===== src/rtl/oma_pkg.sv =====
`default_nettype none

package oma_pkg;

    // component geometry
    localparam int CW    = 8;
    localparam int NCOMP = 8;
    localparam int IW    = $clog2(NCOMP);
    localparam int PW    = 64;

    // modulus and barrett reduction widths
    localparam int MW    = 9;
    localparam int XW    = 16;
    localparam int MUW   = XW + 1;
    localparam int QW    = XW;
    localparam int RW    = MW + 1;
    localparam int CNTW  = $clog2(NCOMP * NCOMP);
    localparam int DIVW  = $clog2(MUW);

    localparam logic [7:0]     MODULUS_RESET = 8'd251;
    localparam logic [MW-1:0]  M_FOR_ZERO    = MW'(256);
    localparam logic [MUW-1:0] MU_RESET      = MUW'((1 << XW) / 251);

    // opcodes
    typedef enum logic [1:0] {
        OP_ADD   = 2'd0,
        OP_SCALE = 2'd1,
        OP_MUL   = 2'd2,
        OP_POW   = 2'd3
    } op_t;

    // sequencer states
    typedef enum logic [2:0] {
        ST_IDLE,
        ST_RUN,
        ST_DRAIN,
        ST_NEXT,
        ST_DONE
    } state_t;

    // bookkeeping that travels with each partial product
    typedef struct packed {
        logic          first;
        logic          last;
        logic          minus;
        logic [IW-1:0] comp;
    } pp_tag_t;

    // b component used for result component i and a component j
    localparam logic [IW-1:0] B_OF [0:NCOMP-1][0:NCOMP-1] = '{
        '{3'd0, 3'd1, 3'd2, 3'd3, 3'd4, 3'd5, 3'd6, 3'd7},
        '{3'd1, 3'd0, 3'd4, 3'd7, 3'd2, 3'd6, 3'd5, 3'd3},
        '{3'd2, 3'd4, 3'd0, 3'd5, 3'd1, 3'd3, 3'd7, 3'd6},
        '{3'd3, 3'd7, 3'd5, 3'd0, 3'd6, 3'd2, 3'd4, 3'd1},
        '{3'd4, 3'd2, 3'd1, 3'd6, 3'd0, 3'd7, 3'd3, 3'd5},
        '{3'd5, 3'd6, 3'd3, 3'd2, 3'd7, 3'd0, 3'd1, 3'd4},
        '{3'd6, 3'd5, 3'd7, 3'd4, 3'd3, 3'd1, 3'd0, 3'd2},
        '{3'd7, 3'd3, 3'd6, 3'd1, 3'd5, 3'd4, 3'd2, 3'd0}
    };

    // bit j of row i set when that term is subtracted
    localparam logic [NCOMP-1:0] MINUS_OF [0:NCOMP-1] = '{
        8'b1111_1110,
        8'b1101_0000,
        8'b1010_0010,
        8'b0100_0110,
        8'b1000_1100,
        8'b0001_1010,
        8'b0011_0100,
        8'b0110_1000
    };

endpackage

`default_nettype wire


===== src/rtl/octonion_modular_alu.sv =====
// Octonion ALU over the integers mod m, eight 8-bit components per operand.
// Requests: raise start with opcode, a_packed, b_packed and factor; the request
// is taken at a clock edge where start is high and busy is low. busy stays high
// until the result has been shown. The result appears on result_packed for one
// cycle, marked by done; the receiver cannot stall it.
// Opcode add and scalar multiply pass eight component terms through the unit;
// octonion multiply issues 64 partial products one per cycle into a
// four-stage barrett multiply-reduce unit, then drains it and shows the result;
// power runs one octonion multiply pass per exponent step beyond one;
// exponents zero and one show the result in the cycle after the request.
// busy falls in the cycle after done, so the next request can be taken then.
// All passes share the single multiply-reduce unit.
// Configuration: cfg_we with cfg_wdata writes the modulus (zero means 256);
// busy is then high while the reciprocal of m is rebuilt by a
// bit-serial divider. One request is worked on at a time.
// Reset: modulus returns to 251 with its reciprocal ready, the sequencer idles.
`default_nettype none

module octonion_modular_alu
    import oma_pkg::*;
(
    input  wire logic          clk,
    input  wire logic          rst_n,
    input  wire logic          start,
    output logic               busy,
    input  wire logic [1:0]    opcode,
    input  wire logic [PW-1:0] a_packed,
    input  wire logic [PW-1:0] b_packed,
    input  wire logic [7:0]    factor,
    input  wire logic          cfg_we,
    input  wire logic [7:0]    cfg_wdata,
    output logic               done,
    output logic [PW-1:0]      result_packed
);

    state_t            state_reg;
    state_t            state_next;
    logic [7:0]        modulus_reg;
    logic [CNTW-1:0]   cnt_reg;
    logic [7:0]        pow_left_reg;
    logic              add_mode_reg;
    logic              long_reg;
    logic [CW-1:0]     opa_reg [NCOMP];
    logic [CW-1:0]     opb_reg [NCOMP];
    logic [CW-1:0]     res_reg [NCOMP];
    logic [MW-1:0]     acc_reg;

    logic              accept;
    logic              last_issue;
    logic              pass_done;
    logic              unit_valid;
    logic [MW-1:0]     m_eff;
    logic              recip_busy;
    logic [MUW-1:0]    mu;
    logic [IW-1:0]     idx_i;
    logic [IW-1:0]     idx_j;
    logic [IW-1:0]     idx_b;
    pp_tag_t           issue_tag;
    logic              wb_valid;
    logic [MW-1:0]     wb_p;
    pp_tag_t           wb_tag;
    logic [MW-1:0]     term;
    logic [RW-1:0]     sum;
    logic [MW-1:0]     acc_next;
    logic [NCOMP*CW-1:0] res_flat;
    op_t               op;

    // effective modulus
    assign m_eff  = (modulus_reg == '0) ? M_FOR_ZERO : MW'(modulus_reg);
    assign op     = op_t'(opcode);
    assign busy   = (state_reg != ST_IDLE) || recip_busy || cfg_we;
    assign accept = start && !busy;

    // reciprocal follows the stored modulus
    oma_recip u_recip (
        .clk   (clk),
        .rst_n (rst_n),
        .go    (cfg_we),
        .m     (m_eff),
        .busy  (recip_busy),
        .mu    (mu)
    );

    // modulus register
    always_ff @(posedge clk or negedge rst_n)
    begin
        if (!rst_n)
        begin
            modulus_reg <= MODULUS_RESET;
        end
        else if (cfg_we)
        begin
            modulus_reg <= cfg_wdata;
        end
    end

    // issue indices: result component i, a component j
    always_comb
    begin
        idx_i            = long_reg ? cnt_reg[CNTW-1:IW] : cnt_reg[IW-1:0];
        idx_j            = cnt_reg[IW-1:0];
        idx_b            = long_reg ? B_OF[idx_i][idx_j] : idx_j;
        issue_tag.first  = !long_reg || (idx_j == '0);
        issue_tag.last   = !long_reg || (idx_j == IW'(NCOMP - 1));
        issue_tag.minus  = long_reg && MINUS_OF[idx_i][idx_j];
        issue_tag.comp   = idx_i;
        last_issue       = long_reg ? (cnt_reg == CNTW'(NCOMP * NCOMP - 1))
                                    : (cnt_reg == CNTW'(NCOMP - 1));
    end

    oma_modmul u_modmul (
        .clk       (clk),
        .rst_n     (rst_n),
        .in_valid  (unit_valid),
        .add_mode  (add_mode_reg),
        .opnd_a    (opa_reg[idx_j]),
        .opnd_b    (opb_reg[idx_b]),
        .in_tag    (issue_tag),
        .m         (m_eff),
        .mu        (mu),
        .out_valid (wb_valid),
        .residue   (wb_p),
        .out_tag   (wb_tag)
    );

    // signed accumulate mod m
    always_comb
    begin
        term      = wb_tag.minus ? (m_eff - wb_p) : wb_p;
        sum       = (wb_tag.first ? RW'(0) : RW'(acc_reg)) + RW'(term);
        acc_next  = (sum >= RW'(m_eff)) ? MW'(sum - RW'(m_eff)) : MW'(sum);
        pass_done = wb_valid && wb_tag.last && (wb_tag.comp == IW'(NCOMP - 1));
    end

    // next state
    always_comb
    begin
        state_next = state_reg;
        unique case (state_reg)
            ST_IDLE:
            begin
                if (accept)
                begin
                    if (op == OP_POW && factor <= 8'd1)
                    begin
                        state_next = ST_DONE;
                    end
                    else
                    begin
                        state_next = ST_RUN;
                    end
                end
            end
            ST_RUN:
            begin
                if (last_issue)
                begin
                    state_next = ST_DRAIN;
                end
            end
            ST_DRAIN:
            begin
                if (pass_done)
                begin
                    state_next = (pow_left_reg != '0) ? ST_NEXT : ST_DONE;
                end
            end
            ST_NEXT:
            begin
                state_next = ST_RUN;
            end
            ST_DONE:
            begin
                state_next = ST_IDLE;
            end
            default:
            begin
                state_next = ST_IDLE;
            end
        endcase
    end

    // state outputs
    always_comb
    begin
        unit_valid = 1'b0;
        done       = 1'b0;
        unique case (state_reg)
            ST_RUN:   unit_valid = 1'b1;
            ST_DONE:  done       = 1'b1;
            default:
            begin
                unit_valid = 1'b0;
                done       = 1'b0;
            end
        endcase
    end

    // control registers
    always_ff @(posedge clk or negedge rst_n)
    begin
        if (!rst_n)
        begin
            state_reg    <= ST_IDLE;
            cnt_reg      <= '0;
            pow_left_reg <= '0;
            add_mode_reg <= 1'b0;
            long_reg     <= 1'b0;
        end
        else
        begin
            state_reg <= state_next;
            if (accept)
            begin
                cnt_reg      <= '0;
                add_mode_reg <= (op == OP_ADD);
                long_reg     <= (op == OP_MUL) || (op == OP_POW);
                pow_left_reg <= (op == OP_POW && factor >= 8'd2) ? (factor - 8'd2) : 8'd0;
            end
            else if (state_reg == ST_RUN)
            begin
                cnt_reg <= last_issue ? CNTW'(0) : (cnt_reg + CNTW'(1));
            end
            else if (state_reg == ST_NEXT)
            begin
                pow_left_reg <= pow_left_reg - 8'd1;
            end
        end
    end

    // operand and result registers
    always_ff @(posedge clk)
    begin
        if (accept)
        begin
            for (int k = 0; k < NCOMP; k++)
            begin
                opa_reg[k] <= a_packed[k*CW +: CW];
                unique case (op)
                    OP_SCALE: opb_reg[k] <= CW'(factor);
                    OP_POW:   opb_reg[k] <= a_packed[k*CW +: CW];
                    default:  opb_reg[k] <= b_packed[k*CW +: CW];
                endcase
                // exponent zero gives the unit octonion
                if (op == OP_POW && factor == 8'd0)
                begin
                    if (k == 0 && m_eff != MW'(1))
                    begin
                        res_reg[k] <= CW'(1);
                    end
                    else
                    begin
                        res_reg[k] <= '0;
                    end
                end
                else if (op == OP_POW && factor == 8'd1)
                begin
                    res_reg[k] <= a_packed[k*CW +: CW];
                end
            end
        end
        else
        begin
            if (state_reg == ST_NEXT)
            begin
                for (int k = 0; k < NCOMP; k++)
                begin
                    opa_reg[k] <= res_reg[k];
                end
            end
            if (wb_valid)
            begin
                acc_reg <= acc_next;
                if (wb_tag.last)
                begin
                    res_reg[wb_tag.comp] <= acc_next[CW-1:0];
                end
            end
        end
    end

    // result packing
    always_comb
    begin
        for (int k = 0; k < NCOMP; k++)
        begin
            res_flat[k*CW +: CW] = res_reg[k];
        end
    end

    assign result_packed = PW'(res_flat);

    // a result is shown for one cycle only
    a_done_pulse: assert property (@(posedge clk) disable iff (!rst_n)
        done |=> !done)
        else $error("done held longer than one cycle");

    // an accepted request makes the block busy
    a_accept_busy: assert property (@(posedge clk) disable iff (!rst_n)
        (start && !busy) |=> busy)
        else $error("request accepted but block not busy");

    // partial products come back only while a pass is under way
    a_wb_in_pass: assert property (@(posedge clk) disable iff (!rst_n)
        wb_valid |-> (state_reg == ST_RUN || state_reg == ST_DRAIN))
        else $error("partial product outside a pass");

endmodule

`default_nettype wire


===== src/rtl/oma_recip.sv =====
`default_nettype none

module oma_recip
    import oma_pkg::*;
(
    input  wire logic           clk,
    input  wire logic           rst_n,
    input  wire logic           go,
    input  wire logic [MW-1:0]  m,
    output logic                busy,
    output logic [MUW-1:0]      mu
);

    logic            run_reg;
    logic [DIVW-1:0] cnt_reg;
    logic [MW-1:0]   rem_reg;
    logic [MUW-1:0]  mu_reg;

    logic            dbit;
    logic [RW-1:0]   trial;
    logic            qbit;
    logic [RW-1:0]   rem_next;

    // one quotient bit of 2^XW / m per cycle
    always_comb
    begin
        dbit     = (cnt_reg == DIVW'(XW));
        trial    = {rem_reg, dbit};
        qbit     = (trial >= RW'(m));
        rem_next = qbit ? (trial - RW'(m)) : trial;
    end

    always_ff @(posedge clk or negedge rst_n)
    begin
        if (!rst_n)
        begin
            run_reg <= 1'b0;
            cnt_reg <= '0;
            rem_reg <= '0;
            mu_reg  <= MU_RESET;
        end
        else if (go)
        begin
            run_reg <= 1'b1;
            cnt_reg <= DIVW'(XW);
            rem_reg <= '0;
            mu_reg  <= '0;
        end
        else if (run_reg)
        begin
            rem_reg <= rem_next[MW-1:0];
            mu_reg  <= {mu_reg[MUW-2:0], qbit};
            cnt_reg <= cnt_reg - DIVW'(1);
            if (cnt_reg == '0)
            begin
                run_reg <= 1'b0;
            end
        end
    end

    assign busy = run_reg;
    assign mu   = mu_reg;

    // finished quotient is the floor of 2^XW / m
    a_mu_floor: assert property (@(posedge clk) disable iff (!rst_n)
        $fell(run_reg) |->
            ((26'(mu_reg) * 26'(m) <= 26'(1 << XW)) &&
             ((26'(mu_reg) + 26'd1) * 26'(m) > 26'(1 << XW))))
        else $error("reciprocal out of range");

endmodule

`default_nettype wire


===== src/rtl/oma_modmul.sv =====
`default_nettype none

module oma_modmul
    import oma_pkg::*;
(
    input  wire logic           clk,
    input  wire logic           rst_n,
    input  wire logic           in_valid,
    input  wire logic           add_mode,
    input  wire logic [CW-1:0]  opnd_a,
    input  wire logic [CW-1:0]  opnd_b,
    input  wire pp_tag_t        in_tag,
    input  wire logic [MW-1:0]  m,
    input  wire logic [MUW-1:0] mu,
    output logic                out_valid,
    output logic [MW-1:0]       residue,
    output pp_tag_t             out_tag
);

    logic                s1_valid_reg;
    logic [XW-1:0]       s1_x_reg;
    pp_tag_t             s1_tag_reg;
    logic                s2_valid_reg;
    logic [XW-1:0]       s2_x_reg;
    logic [QW-1:0]       s2_q_reg;
    pp_tag_t             s2_tag_reg;
    logic                s3_valid_reg;
    logic [RW-1:0]       s3_r_reg;
    pp_tag_t             s3_tag_reg;
    logic                out_valid_reg;
    logic [MW-1:0]       residue_reg;
    pp_tag_t             out_tag_reg;

    logic [XW-1:0]       x_next;
    logic [XW+MUW-1:0]   prod_mu;
    logic [QW+MW-1:0]    qm;
    logic [QW+MW-1:0]    diff;
    logic [MW-1:0]       residue_next;

    // stage 1 raw value, stage 2 quotient estimate, stage 3 remainder, then one correction
    always_comb
    begin
        x_next       = add_mode ? (XW'(opnd_a) + XW'(opnd_b)) : (XW'(opnd_a) * XW'(opnd_b));
        prod_mu      = (XW+MUW)'(s1_x_reg) * (XW+MUW)'(mu);
        qm           = (QW+MW)'(s2_q_reg) * (QW+MW)'(m);
        diff         = (QW+MW)'(s2_x_reg) - qm;
        residue_next = (s3_r_reg >= RW'(m)) ? MW'(s3_r_reg - RW'(m)) : MW'(s3_r_reg);
    end

    // valid chain
    always_ff @(posedge clk or negedge rst_n)
    begin
        if (!rst_n)
        begin
            s1_valid_reg  <= 1'b0;
            s2_valid_reg  <= 1'b0;
            s3_valid_reg  <= 1'b0;
            out_valid_reg <= 1'b0;
        end
        else
        begin
            s1_valid_reg  <= in_valid;
            s2_valid_reg  <= s1_valid_reg;
            s3_valid_reg  <= s2_valid_reg;
            out_valid_reg <= s3_valid_reg;
        end
    end

    // data path
    always_ff @(posedge clk)
    begin
        s1_x_reg    <= x_next;
        s1_tag_reg  <= in_tag;
        s2_x_reg    <= s1_x_reg;
        s2_q_reg    <= prod_mu[XW+QW-1:XW];
        s2_tag_reg  <= s1_tag_reg;
        s3_r_reg    <= diff[RW-1:0];
        s3_tag_reg  <= s2_tag_reg;
        residue_reg <= residue_next;
        out_tag_reg <= s3_tag_reg;
    end

    assign out_valid = out_valid_reg;
    assign residue   = residue_reg;
    assign out_tag   = out_tag_reg;

    // every output has a matching input through the stage registers
    a_latency: assert property (@(posedge clk) disable iff (!rst_n)
        out_valid |-> $past(in_valid, 4))
        else $error("modmul output without matching input");

endmodule

`default_nettype wire

===== config.mk =====
export PLATFORM = sky130hd
export DESIGN_NAME = octonion_modular_alu
export DESIGN_NICKNAME = d
export VERILOG_FILES = /design/src/rtl/oma_pkg.sv /design/src/rtl/octonion_modular_alu.sv /design/src/rtl/oma_recip.sv /design/src/rtl/oma_modmul.sv
export SDC_FILE = /design/constraint.sdc
export NUM_CORES = 2
export LEC_CHECK = 0
export BUFFER_PORTS_ARGS = -buffer_cell sky130_fd_sc_hd__buf_2
export CAP_MARGIN = 40
export CORE_ASPECT_RATIO = 0.9
export CORE_MARGIN = 8
export CORE_UTILIZATION = 67
export DETAILED_ROUTE_END_ITERATION = 10
export GPL_ROUTABILITY_DRIVEN = 0
export PLACE_DENSITY = 0.87
export SKIP_LAST_GASP = 1
export SLEW_MARGIN = 20
export SYNTH_ARGS = -nofsm -noshare
export SYNTH_HDL_FRONTEND = slang
export SYNTH_HIERARCHICAL = 1
export SYNTH_SLANG_ARGS = --single-unit

===== constraint.sdc =====
create_clock -name clk -period 10.8 [get_ports clk]
set_input_delay 3.24 -clock clk [delete_from_list [all_inputs] [get_ports clk]]
set_output_delay 3.24 -clock clk [all_outputs]
set_load 0.01 [all_outputs]

**Yosys cells after proc, flatten, opt, wreduce, memory -nomap -nowiden**

Memory sizes are Yosys's and may differ from the RTL's.
Index checks and enable logic that the tools add are counted.

- Memory bits (read-only): 256
- Memories: 5
- Memory bits (writable): 192
- Input bits: 150
- Output and inout port bits: 66
- Flip-flop bits (word level): 157
- Word-level logic and storage cells: 260

- Bitwise operators: 36
- Mux-type cells: 112
- Equal/unequal tests: 18
- Reduce and logical (&&, ||, !) cells: 31
- Multipliers: 3
- $lt $le $gt $ge: 8
- Add/subtract/negate cells: 11

Memory list:

| memory | words | width | rd ports | clocked after memory_dff | wr ports | line | text |
|---|---|---|---|---|---|---|---|
| (name not given) | 8 | 24 | 1 | 0 | 0 | octonion_modular_alu.sv:102 | `idx_b = long_reg ? B_OF[idx_i][idx_j] : idx_j;` |
| (name not given) | 8 | 8 | 1 | 0 | 0 | octonion_modular_alu.sv:105 | `issue_tag.minus = long_reg && MINUS_OF[idx_i][idx_j];` |
| opa_reg | 8 | 8 | 1 | 0 | 8 | octonion_modular_alu.sv:43 | `logic [CW-1:0] opa_reg [NCOMP];` |
| opb_reg | 8 | 8 | 1 | 0 | 8 | octonion_modular_alu.sv:44 | `logic [CW-1:0] opb_reg [NCOMP];` |
| res_reg | 8 | 8 | 8 | 0 | 8 | octonion_modular_alu.sv:45 | `logic [CW-1:0] res_reg [NCOMP];` |

Operator list:

| kind | number |
|---|---|
| 8-bit 2-to-1 mux | 40 |
| 9-bit 2-to-1 mux | 8 |
| 24-bit 2-to-1 mux | 2 |
| 1-bit 2-to-1 mux | 41 |
| 9-bit subtractor | 4 |
| 17-bit 2-to-1 mux | 2 |
| 1-bit bitwise OR | 33 |
| 16-bit by 17-bit multiplier with 32-bit output | 1 |
| 10-bit by 9-bit >= comparator with 1-bit output | 3 |
| 3-bit 2-to-1 mux | 10 |
| 6-bit 2-to-1 mux | 3 |
| 8-bit logical NOT | 2 |
| 16-bit by 9-bit multiplier with 10-bit output | 1 |
| 8-bit by 8-bit multiplier with 16-bit output | 1 |
| 16-bit 2-to-1 mux | 1 |
| 3-bit case mux with 4 select lines | 1 |
| 9-bit by 9-bit adder with 10-bit output | 1 |
| 5-bit 2-to-1 mux | 2 |
| 10-bit subtractor | 1 |
| 8-bit by 8-bit adder with 9-bit output | 1 |
| 3-bit binary-select mux with 3-bit select | 1 |
| 3-bit equality test, second input constant | 3 |
| 9-bit by 1-bit inequality test with 1-bit output, second input constant | 1 |
| 8-bit by 1-bit equality test with 1-bit output, second input constant | 1 |
| other kinds (32) | 55 |

**Depth between registers and ports, before layout**

An unclocked memory read counts as a cell.

- Depth in word-level cells: 12
- Depth in mapped cells: 29
- Gate-level depth less buffers: 27

**By module**

The synthesis kept the hierarchy.

Modules (own cells, without submodules):

| module | cells an instance | instances | area an instance (µm²) | seq. area each (µm²) |
|---|---|---|---|---|
| oma_modmul | 1466 | 1 | 13630.6 | 1681.6 |
| octonion_modular_alu | 1413 | 1 | 13514.2 | 6720.2 |
| oma_recip | 202 | 1 | 1909.3 | 804.5 |

**Least setup slack after synthesis**

Ideal clock, no wire load.

- Path kind: register to register
- From: reg cnt_reg[0] (netlist name)
- To: reg u_modmul.s1_x_reg[15]
- Data arrival time: 7.199 ns
- Path slack: 3.531 ns
- Buffers on the path: 2
- Library setup time: 0.070 ns
- Clock period less this slack: 7.269 ns
- Stages on the path, launching flop included: 27
- Required time: 10.730 ns
- Cells stage by stage: dfrtp_1 buf_2 clkinv_1 o21ai_0 ha_1 inv_2 mux2_4 mux4_2 a22oi_4 buf_8 mux2i_1 a22o_1 nor2_1 ha_1 inv_1 fa_1 fa_1 fa_1 fa_1 inv_1 ha_1 or3_1 o21ai_2 a211oi_2 or4_4 a2111oi_2 o21bai_1

RTL lines:

| item | line | text |
|---|---|---|
| end signal, assigned | oma_modmul.sv:72 | `s1_x_reg <= x_next;` |
| end, declared | oma_modmul.sv:21 | `logic [XW-1:0] s1_x_reg;` |

**Worst setup path after layout**

- From: reg long_reg
- To: reg u_modmul.s1_x_reg[15]

- Cells in the longest elaborated chain, start to end: 12

Ends and longest elaborated chain:

| item | line | text |
|---|---|---|
| start, declared | octonion_modular_alu.sv:42 | `logic long_reg;` |
| start signal, assigned | octonion_modular_alu.sv:217 | `long_reg <= (op == OP_MUL) \|\| (op == OP_POW);` |
| 3-bit 2-to-1 mux | octonion_modular_alu.sv:100 | `idx_i = long_reg ? cnt_reg[CNTW-1:IW] : cnt_reg[IW-1:0];` |
| via idx_i[0] | octonion_modular_alu.sv:55 | `logic [IW-1:0] idx_i;` |
| 3-bit inverter with 4-bit output (implied by the code) | octonion_modular_alu.sv:102 |  |
| memory 8 x 24 bit | -- |  |
| 24-bit 2-to-1 mux (implied by the code) (2 in a row) | octonion_modular_alu.sv:102 |  |
| 3-bit binary-select mux with 3-bit select | octonion_modular_alu.sv:102 |  |
| 3-bit 2-to-1 mux (implied by the code) (2 in a row) | octonion_modular_alu.sv:102 |  |
| 3-bit 2-to-1 mux | octonion_modular_alu.sv:102 |  |
| memory 8 x 8 bit | -- |  |
| 8-bit by 8-bit multiplier with 16-bit output | oma_modmul.sv:43 | `x_next = add_mode ? (XW'(opnd_a) + XW'(opnd_b)) : (XW'(opnd_a) * XW'(opnd_b));` |
| 16-bit 2-to-1 mux | oma_modmul.sv:43 |  |

The timed path passes the listed nets, and every way through them passes these cells. The select of a mux whose other input is x is not followed.
A chain may end at the register's enable or synchronous reset.

==> results.md <==
- Data on the critical path is required at its endpoint by between 10000 and 15000 ps.
- The clock-pin slew on the worst setup and hold paths is roughly 60 ps.
- Before antenna repair, the detailed router went through 9 iterations.
- For this run the aggregate overflow at the end of global routing stands at 0.
- The most repeated cell in the gate-level netlist after synthesis is nand2_1.
- The wire length of the first global-routing pass is roughly 130000 um.
- The number of global-route vias before repair is between 20000 and 30000.
- The buffer cell driving the clock tree root is clkbuf_16.
- The count of nets left with antenna violations once routing finished came out at 0.
- edfxtp_1 takes more of the synthesized area than any other cell.
- At the worst endpoint, the arrival time is 9260 ps.
- At the pin with the least slew margin, the transition time is 1020 ps.
- After detailed routing, the average wire length per cell comes to roughly 23 um.
- Global routing consumed, over all layers together, 33.9% of the routing resources.
- The final number of max-transition violations is 0.
- The largest incremental delay on the critical path is about 860 ps.
- The number of standard-cell rows in the floorplan is slightly above 70.
- The total half-perimeter wirelength after legalization and detailed placement is about 65000 um.
- The number of antenna violations at the first check in global routing was 5.
- After synthesis the netlist holds a flip-flop and latch count of 343.
- The die width is 236 um.
- The tightest min-delay check is of the reg2reg type.
- The summed negative setup slack over all endpoints is 0 ps.
- The most numerous cell type found on the critical path is fa_1.
- Of the cells placed in the final design, the portion with a size suffix greater than 1 is a little under an eighth.
- The setup-violating endpoint count in the final report is 0.
- TritonCTS built the clock tree.
- Counting flops with a built-in enable in the synthesized netlist gives ~200.
- The mean instance size in the synthesized netlist is between 9 and 10 sq um.
- The clock period minus worst slack is between 8000 and 9000 ps.
- Buffers added to address setup during post-CTS repair amount to 0.
- The cell class contributing the biggest share of worst-path delay is adder cells.
- In this run, the number of DRC markers left after iteration 0 of detailed routing was between 2000 and 3000.
- The maximum frequency from static timing analysis is about 0.11 GHz.
- The maximum number of pins on one net before global-route repair is slightly below 80.
- The maximum count of clock buffers along a single path is 3.
- Yosys attributes the largest share of cell area to edfxtp_1 (21%), fa_1 (18%), ha_1 (8.4%).
- The worst-path maximum fanout is 25.
- After synthesis, flip-flops and latches occupy a little under a third of the total area.
- The count of buffering cells on the critical path with inverters included is 4.
- In this run, distinct cell masters in the synthesized netlist total 86.
- The number of standard cells in the final layout excluding fillers is roughly 3800.
- The maximum VDD drop is between 0.0006 and 0.0007 V.
- The height of the die is ~210 um.
- Across the run, the number of max-cap violations was 0.
- Synthesis handed over a netlist of just over 3000 instances.
- Yosys printed 6 warnings.
- In the synthesized netlist the dominant register cell turns out to be edfxtp_1.
- The power density over cell area is 229 mW/mm^2.
- The number of port buffers is roughly 220.
- The DRC violation count after routing is 0.
- The total number of clock tree sinks is approximately 340.
- The critical path in this run is classified as reg2reg.
- The summed instance area of the synthesized netlist is 0.0291 sq mm.
- The die area is about 0.050 sq mm.
- TritonCTS created 36 clock buffers.
- In this run the biggest area consumer among cell types represents between 20% and 30% of the synthesized area.
- After the last flow step, the layout net total stands at about 3800.
- The startpoint type of the worst setup path is a flip-flop.
- The starting density of the core is 67.8%.
- The slowest stage of the critical path is the a22oi_4 cell.
- Summing the areas of all xor and xnor instances in the mapped netlist gives roughly 3.0% of the synthesized area.
- The multiplexer area fraction after synthesis is 4.08%.
- The total area inside the core boundary comes to 0.0429 sq mm.
- The synthesized netlist net count is ~3700.
- The worst clock skew is 24.1 ps.
- In this run the static leakage power is around 14 nW.
- The worst slew slack as a fraction of its limit is between 30% and 40%.
- The flow ran to the end, and the final reports show no timing, DRC or antenna violations.
- Detailed routing inserted a total of 24368 vias.
- The number of hold-slack violations in the final timing report is 0.
- Of all flip-flops after synthesis, the portion carrying an async set or reset was between 10% and 20%.
- STA classifies the critical path endpoint as a flip-flop.
- Setup repair after global routing left no endpoint under its margin.
- The simple logic cell fraction of the synthesized area is roughly 16%.
- Ranked by instance count, the synthesized netlist is headed by nand2_1 (526), inv_1 (386), fa_1 (260), edfxtp_1 (201), and2_1 (200).
- Counting tap cells, the placed design contains a total of around 3700 instances.
- The number of levels in the clock H-tree is 2.
- After clock tree synthesis, the flow added hold-fix buffers numbering 0.
- The compound-cell area share of the yosys netlist is a little under an eighth.
- The routed design has slightly below 90000 um of wire.
- The top-level port count is between 200 and 250.
- The critical path goes through o21ai_0 > ha_1 > inv_2 > mux2_4 > mux4_2 > a22oi_4 > buf_4 > mux2i_1 > a22o_1 > nor2_1 > ha_1 > inv_1 > fa_1 > fa_1 > fa_1 > fa_1 > inv_1 > ha_1 > or3_1 > o21ai_2 > a211oi_2 > or4_4 > a2111oi_2 > o21bai_1.
- After synthesis, the largest family of logic cells by area is adder cells.
- The post-detailed-route via-to-cell ratio is roughly 6.4.
- The synthesis-to-finish area growth is 9.31%.
- The post-synthesis adder-cell area fraction is approximately a quarter.
- At the later pin of the worst-skew pair, clock insertion delay measures ~540 ps.
- The final period utilization is 81.4%.
- In this run, post-CTS repair resized a total of 0 instances.
-- layout by cell type (no fill, tap or decap), types with 9 or more instances in the layout --
cell	instances
a211oi_1	14
a21o_1	17
a21oi_1	132
a22o_1	33
a31oi_1	9
and2_1	200
buf_2	215
buf_4	22
clkbuf_16	39
dfrtp_1	51
dfstp_2	10
dfxtp_1	79
edfxtp_1	201
fa_1	260
ha_1	196
inv_1	385
mux2_2	12
mux2i_1	60
mux4_2	17
nand2_1	526
nand2b_1	12
nand3_1	31
nand3b_1	13
nand4_1	9
nor2_1	115
nor2b_1	27
nor3_1	19
o211ai_1	13
o21a_1	10
o21ai_0	173
o22ai_1	57
o31ai_1	10
or2_2	11
or3_1	12
xnor2_1	70
xor2_1	31
-- cell families after synthesis --
group,Yosys count
compound gates,539
xor+xnor,101
fa+ha+maj,456
buf+inv,541
flops,343
mux,94
simple gates,1007
-- metrics by stage --
step                      power [mW]  setup WS, ps  util [%]  hold slack, ps  area (sq um)
after CTS                       7.05          2150      73.9             326         31700
final                           7.27          2000      74.1             327         31800
after global placement          5.30          2480      70.8             311         30400
after floorplan                 3.97          3530         -             310         29100
after global routing            7.53          1570      74.1             335         31800
after detailed placement        5.77          2200      71.1             313         30500
-- worst paths after layout --
check | start | to | slack (ps) | cells past startpoint
min in group asynchronous | rst_n | pow_left_reg[0] | 2630 | 2
max | long_reg | u_modmul/s1_x_reg[15] | 2000 | 24
min | u_modmul/s3_tag_reg[3] | u_modmul/out_tag[3] | 330 | 0
max in group asynchronous | rst_n | u_recip/mu[0] | 7550 | 3
min reg2reg | u_modmul/s3_tag_reg[3] | u_modmul/out_tag[3] | 330 | 0
max reg2reg | long_reg | u_modmul/s1_x_reg[15] | 2000 | 24
-- power breakdown --
group          total [mW]  switching [mW]  internal, mW
logic                4.28            2.80          1.48
clock network        1.29           0.547         0.746
registers            1.70          0.0806          1.62
total                7.27            3.43          3.85
-- worst reg2reg max path, cell delays in order, from the launching register on --
cell and delay (ps):
dfrtp_1 700, o21ai_0 440, ha_1 530, inv_2 90
mux2_4 260, mux4_2 510, a22oi_4 870, buf_4 350
mux2i_1 110, a22o_1 240, nor2_1 380, ha_1 290
inv_1 70, fa_1 480, fa_1 580, fa_1 440
fa_1 500, inv_1 40, ha_1 330, or3_1 380
o21ai_2 80, a211oi_2 80, or4_4 500, a2111oi_2 350
o21bai_1 140
-- layer usage --
layer,wire [um],part of all wire [%],global-route usage [%]
met1,30300,35,40.7
met2,39400,45,55.6
met4,5890,6.8,19.3
met3,11000,13,9.33
met5,72,0.083,0
-- cell type report --
class / count / area (sq um)
Antenna cell: 2 / 5.00
Clock buffer: 46 / 1010
Clock inverter: 18 / 200
Fill cell: 2819 / 11100
Inverter: 393 / 1480
Multi-Input combinational cell: 2197 / 17800
Sequential cell: 343 / 9210
Tap cell: 555 / 694
Timing Repair Buffer: 244 / 1380
Power figures use the tool's default switching activity.
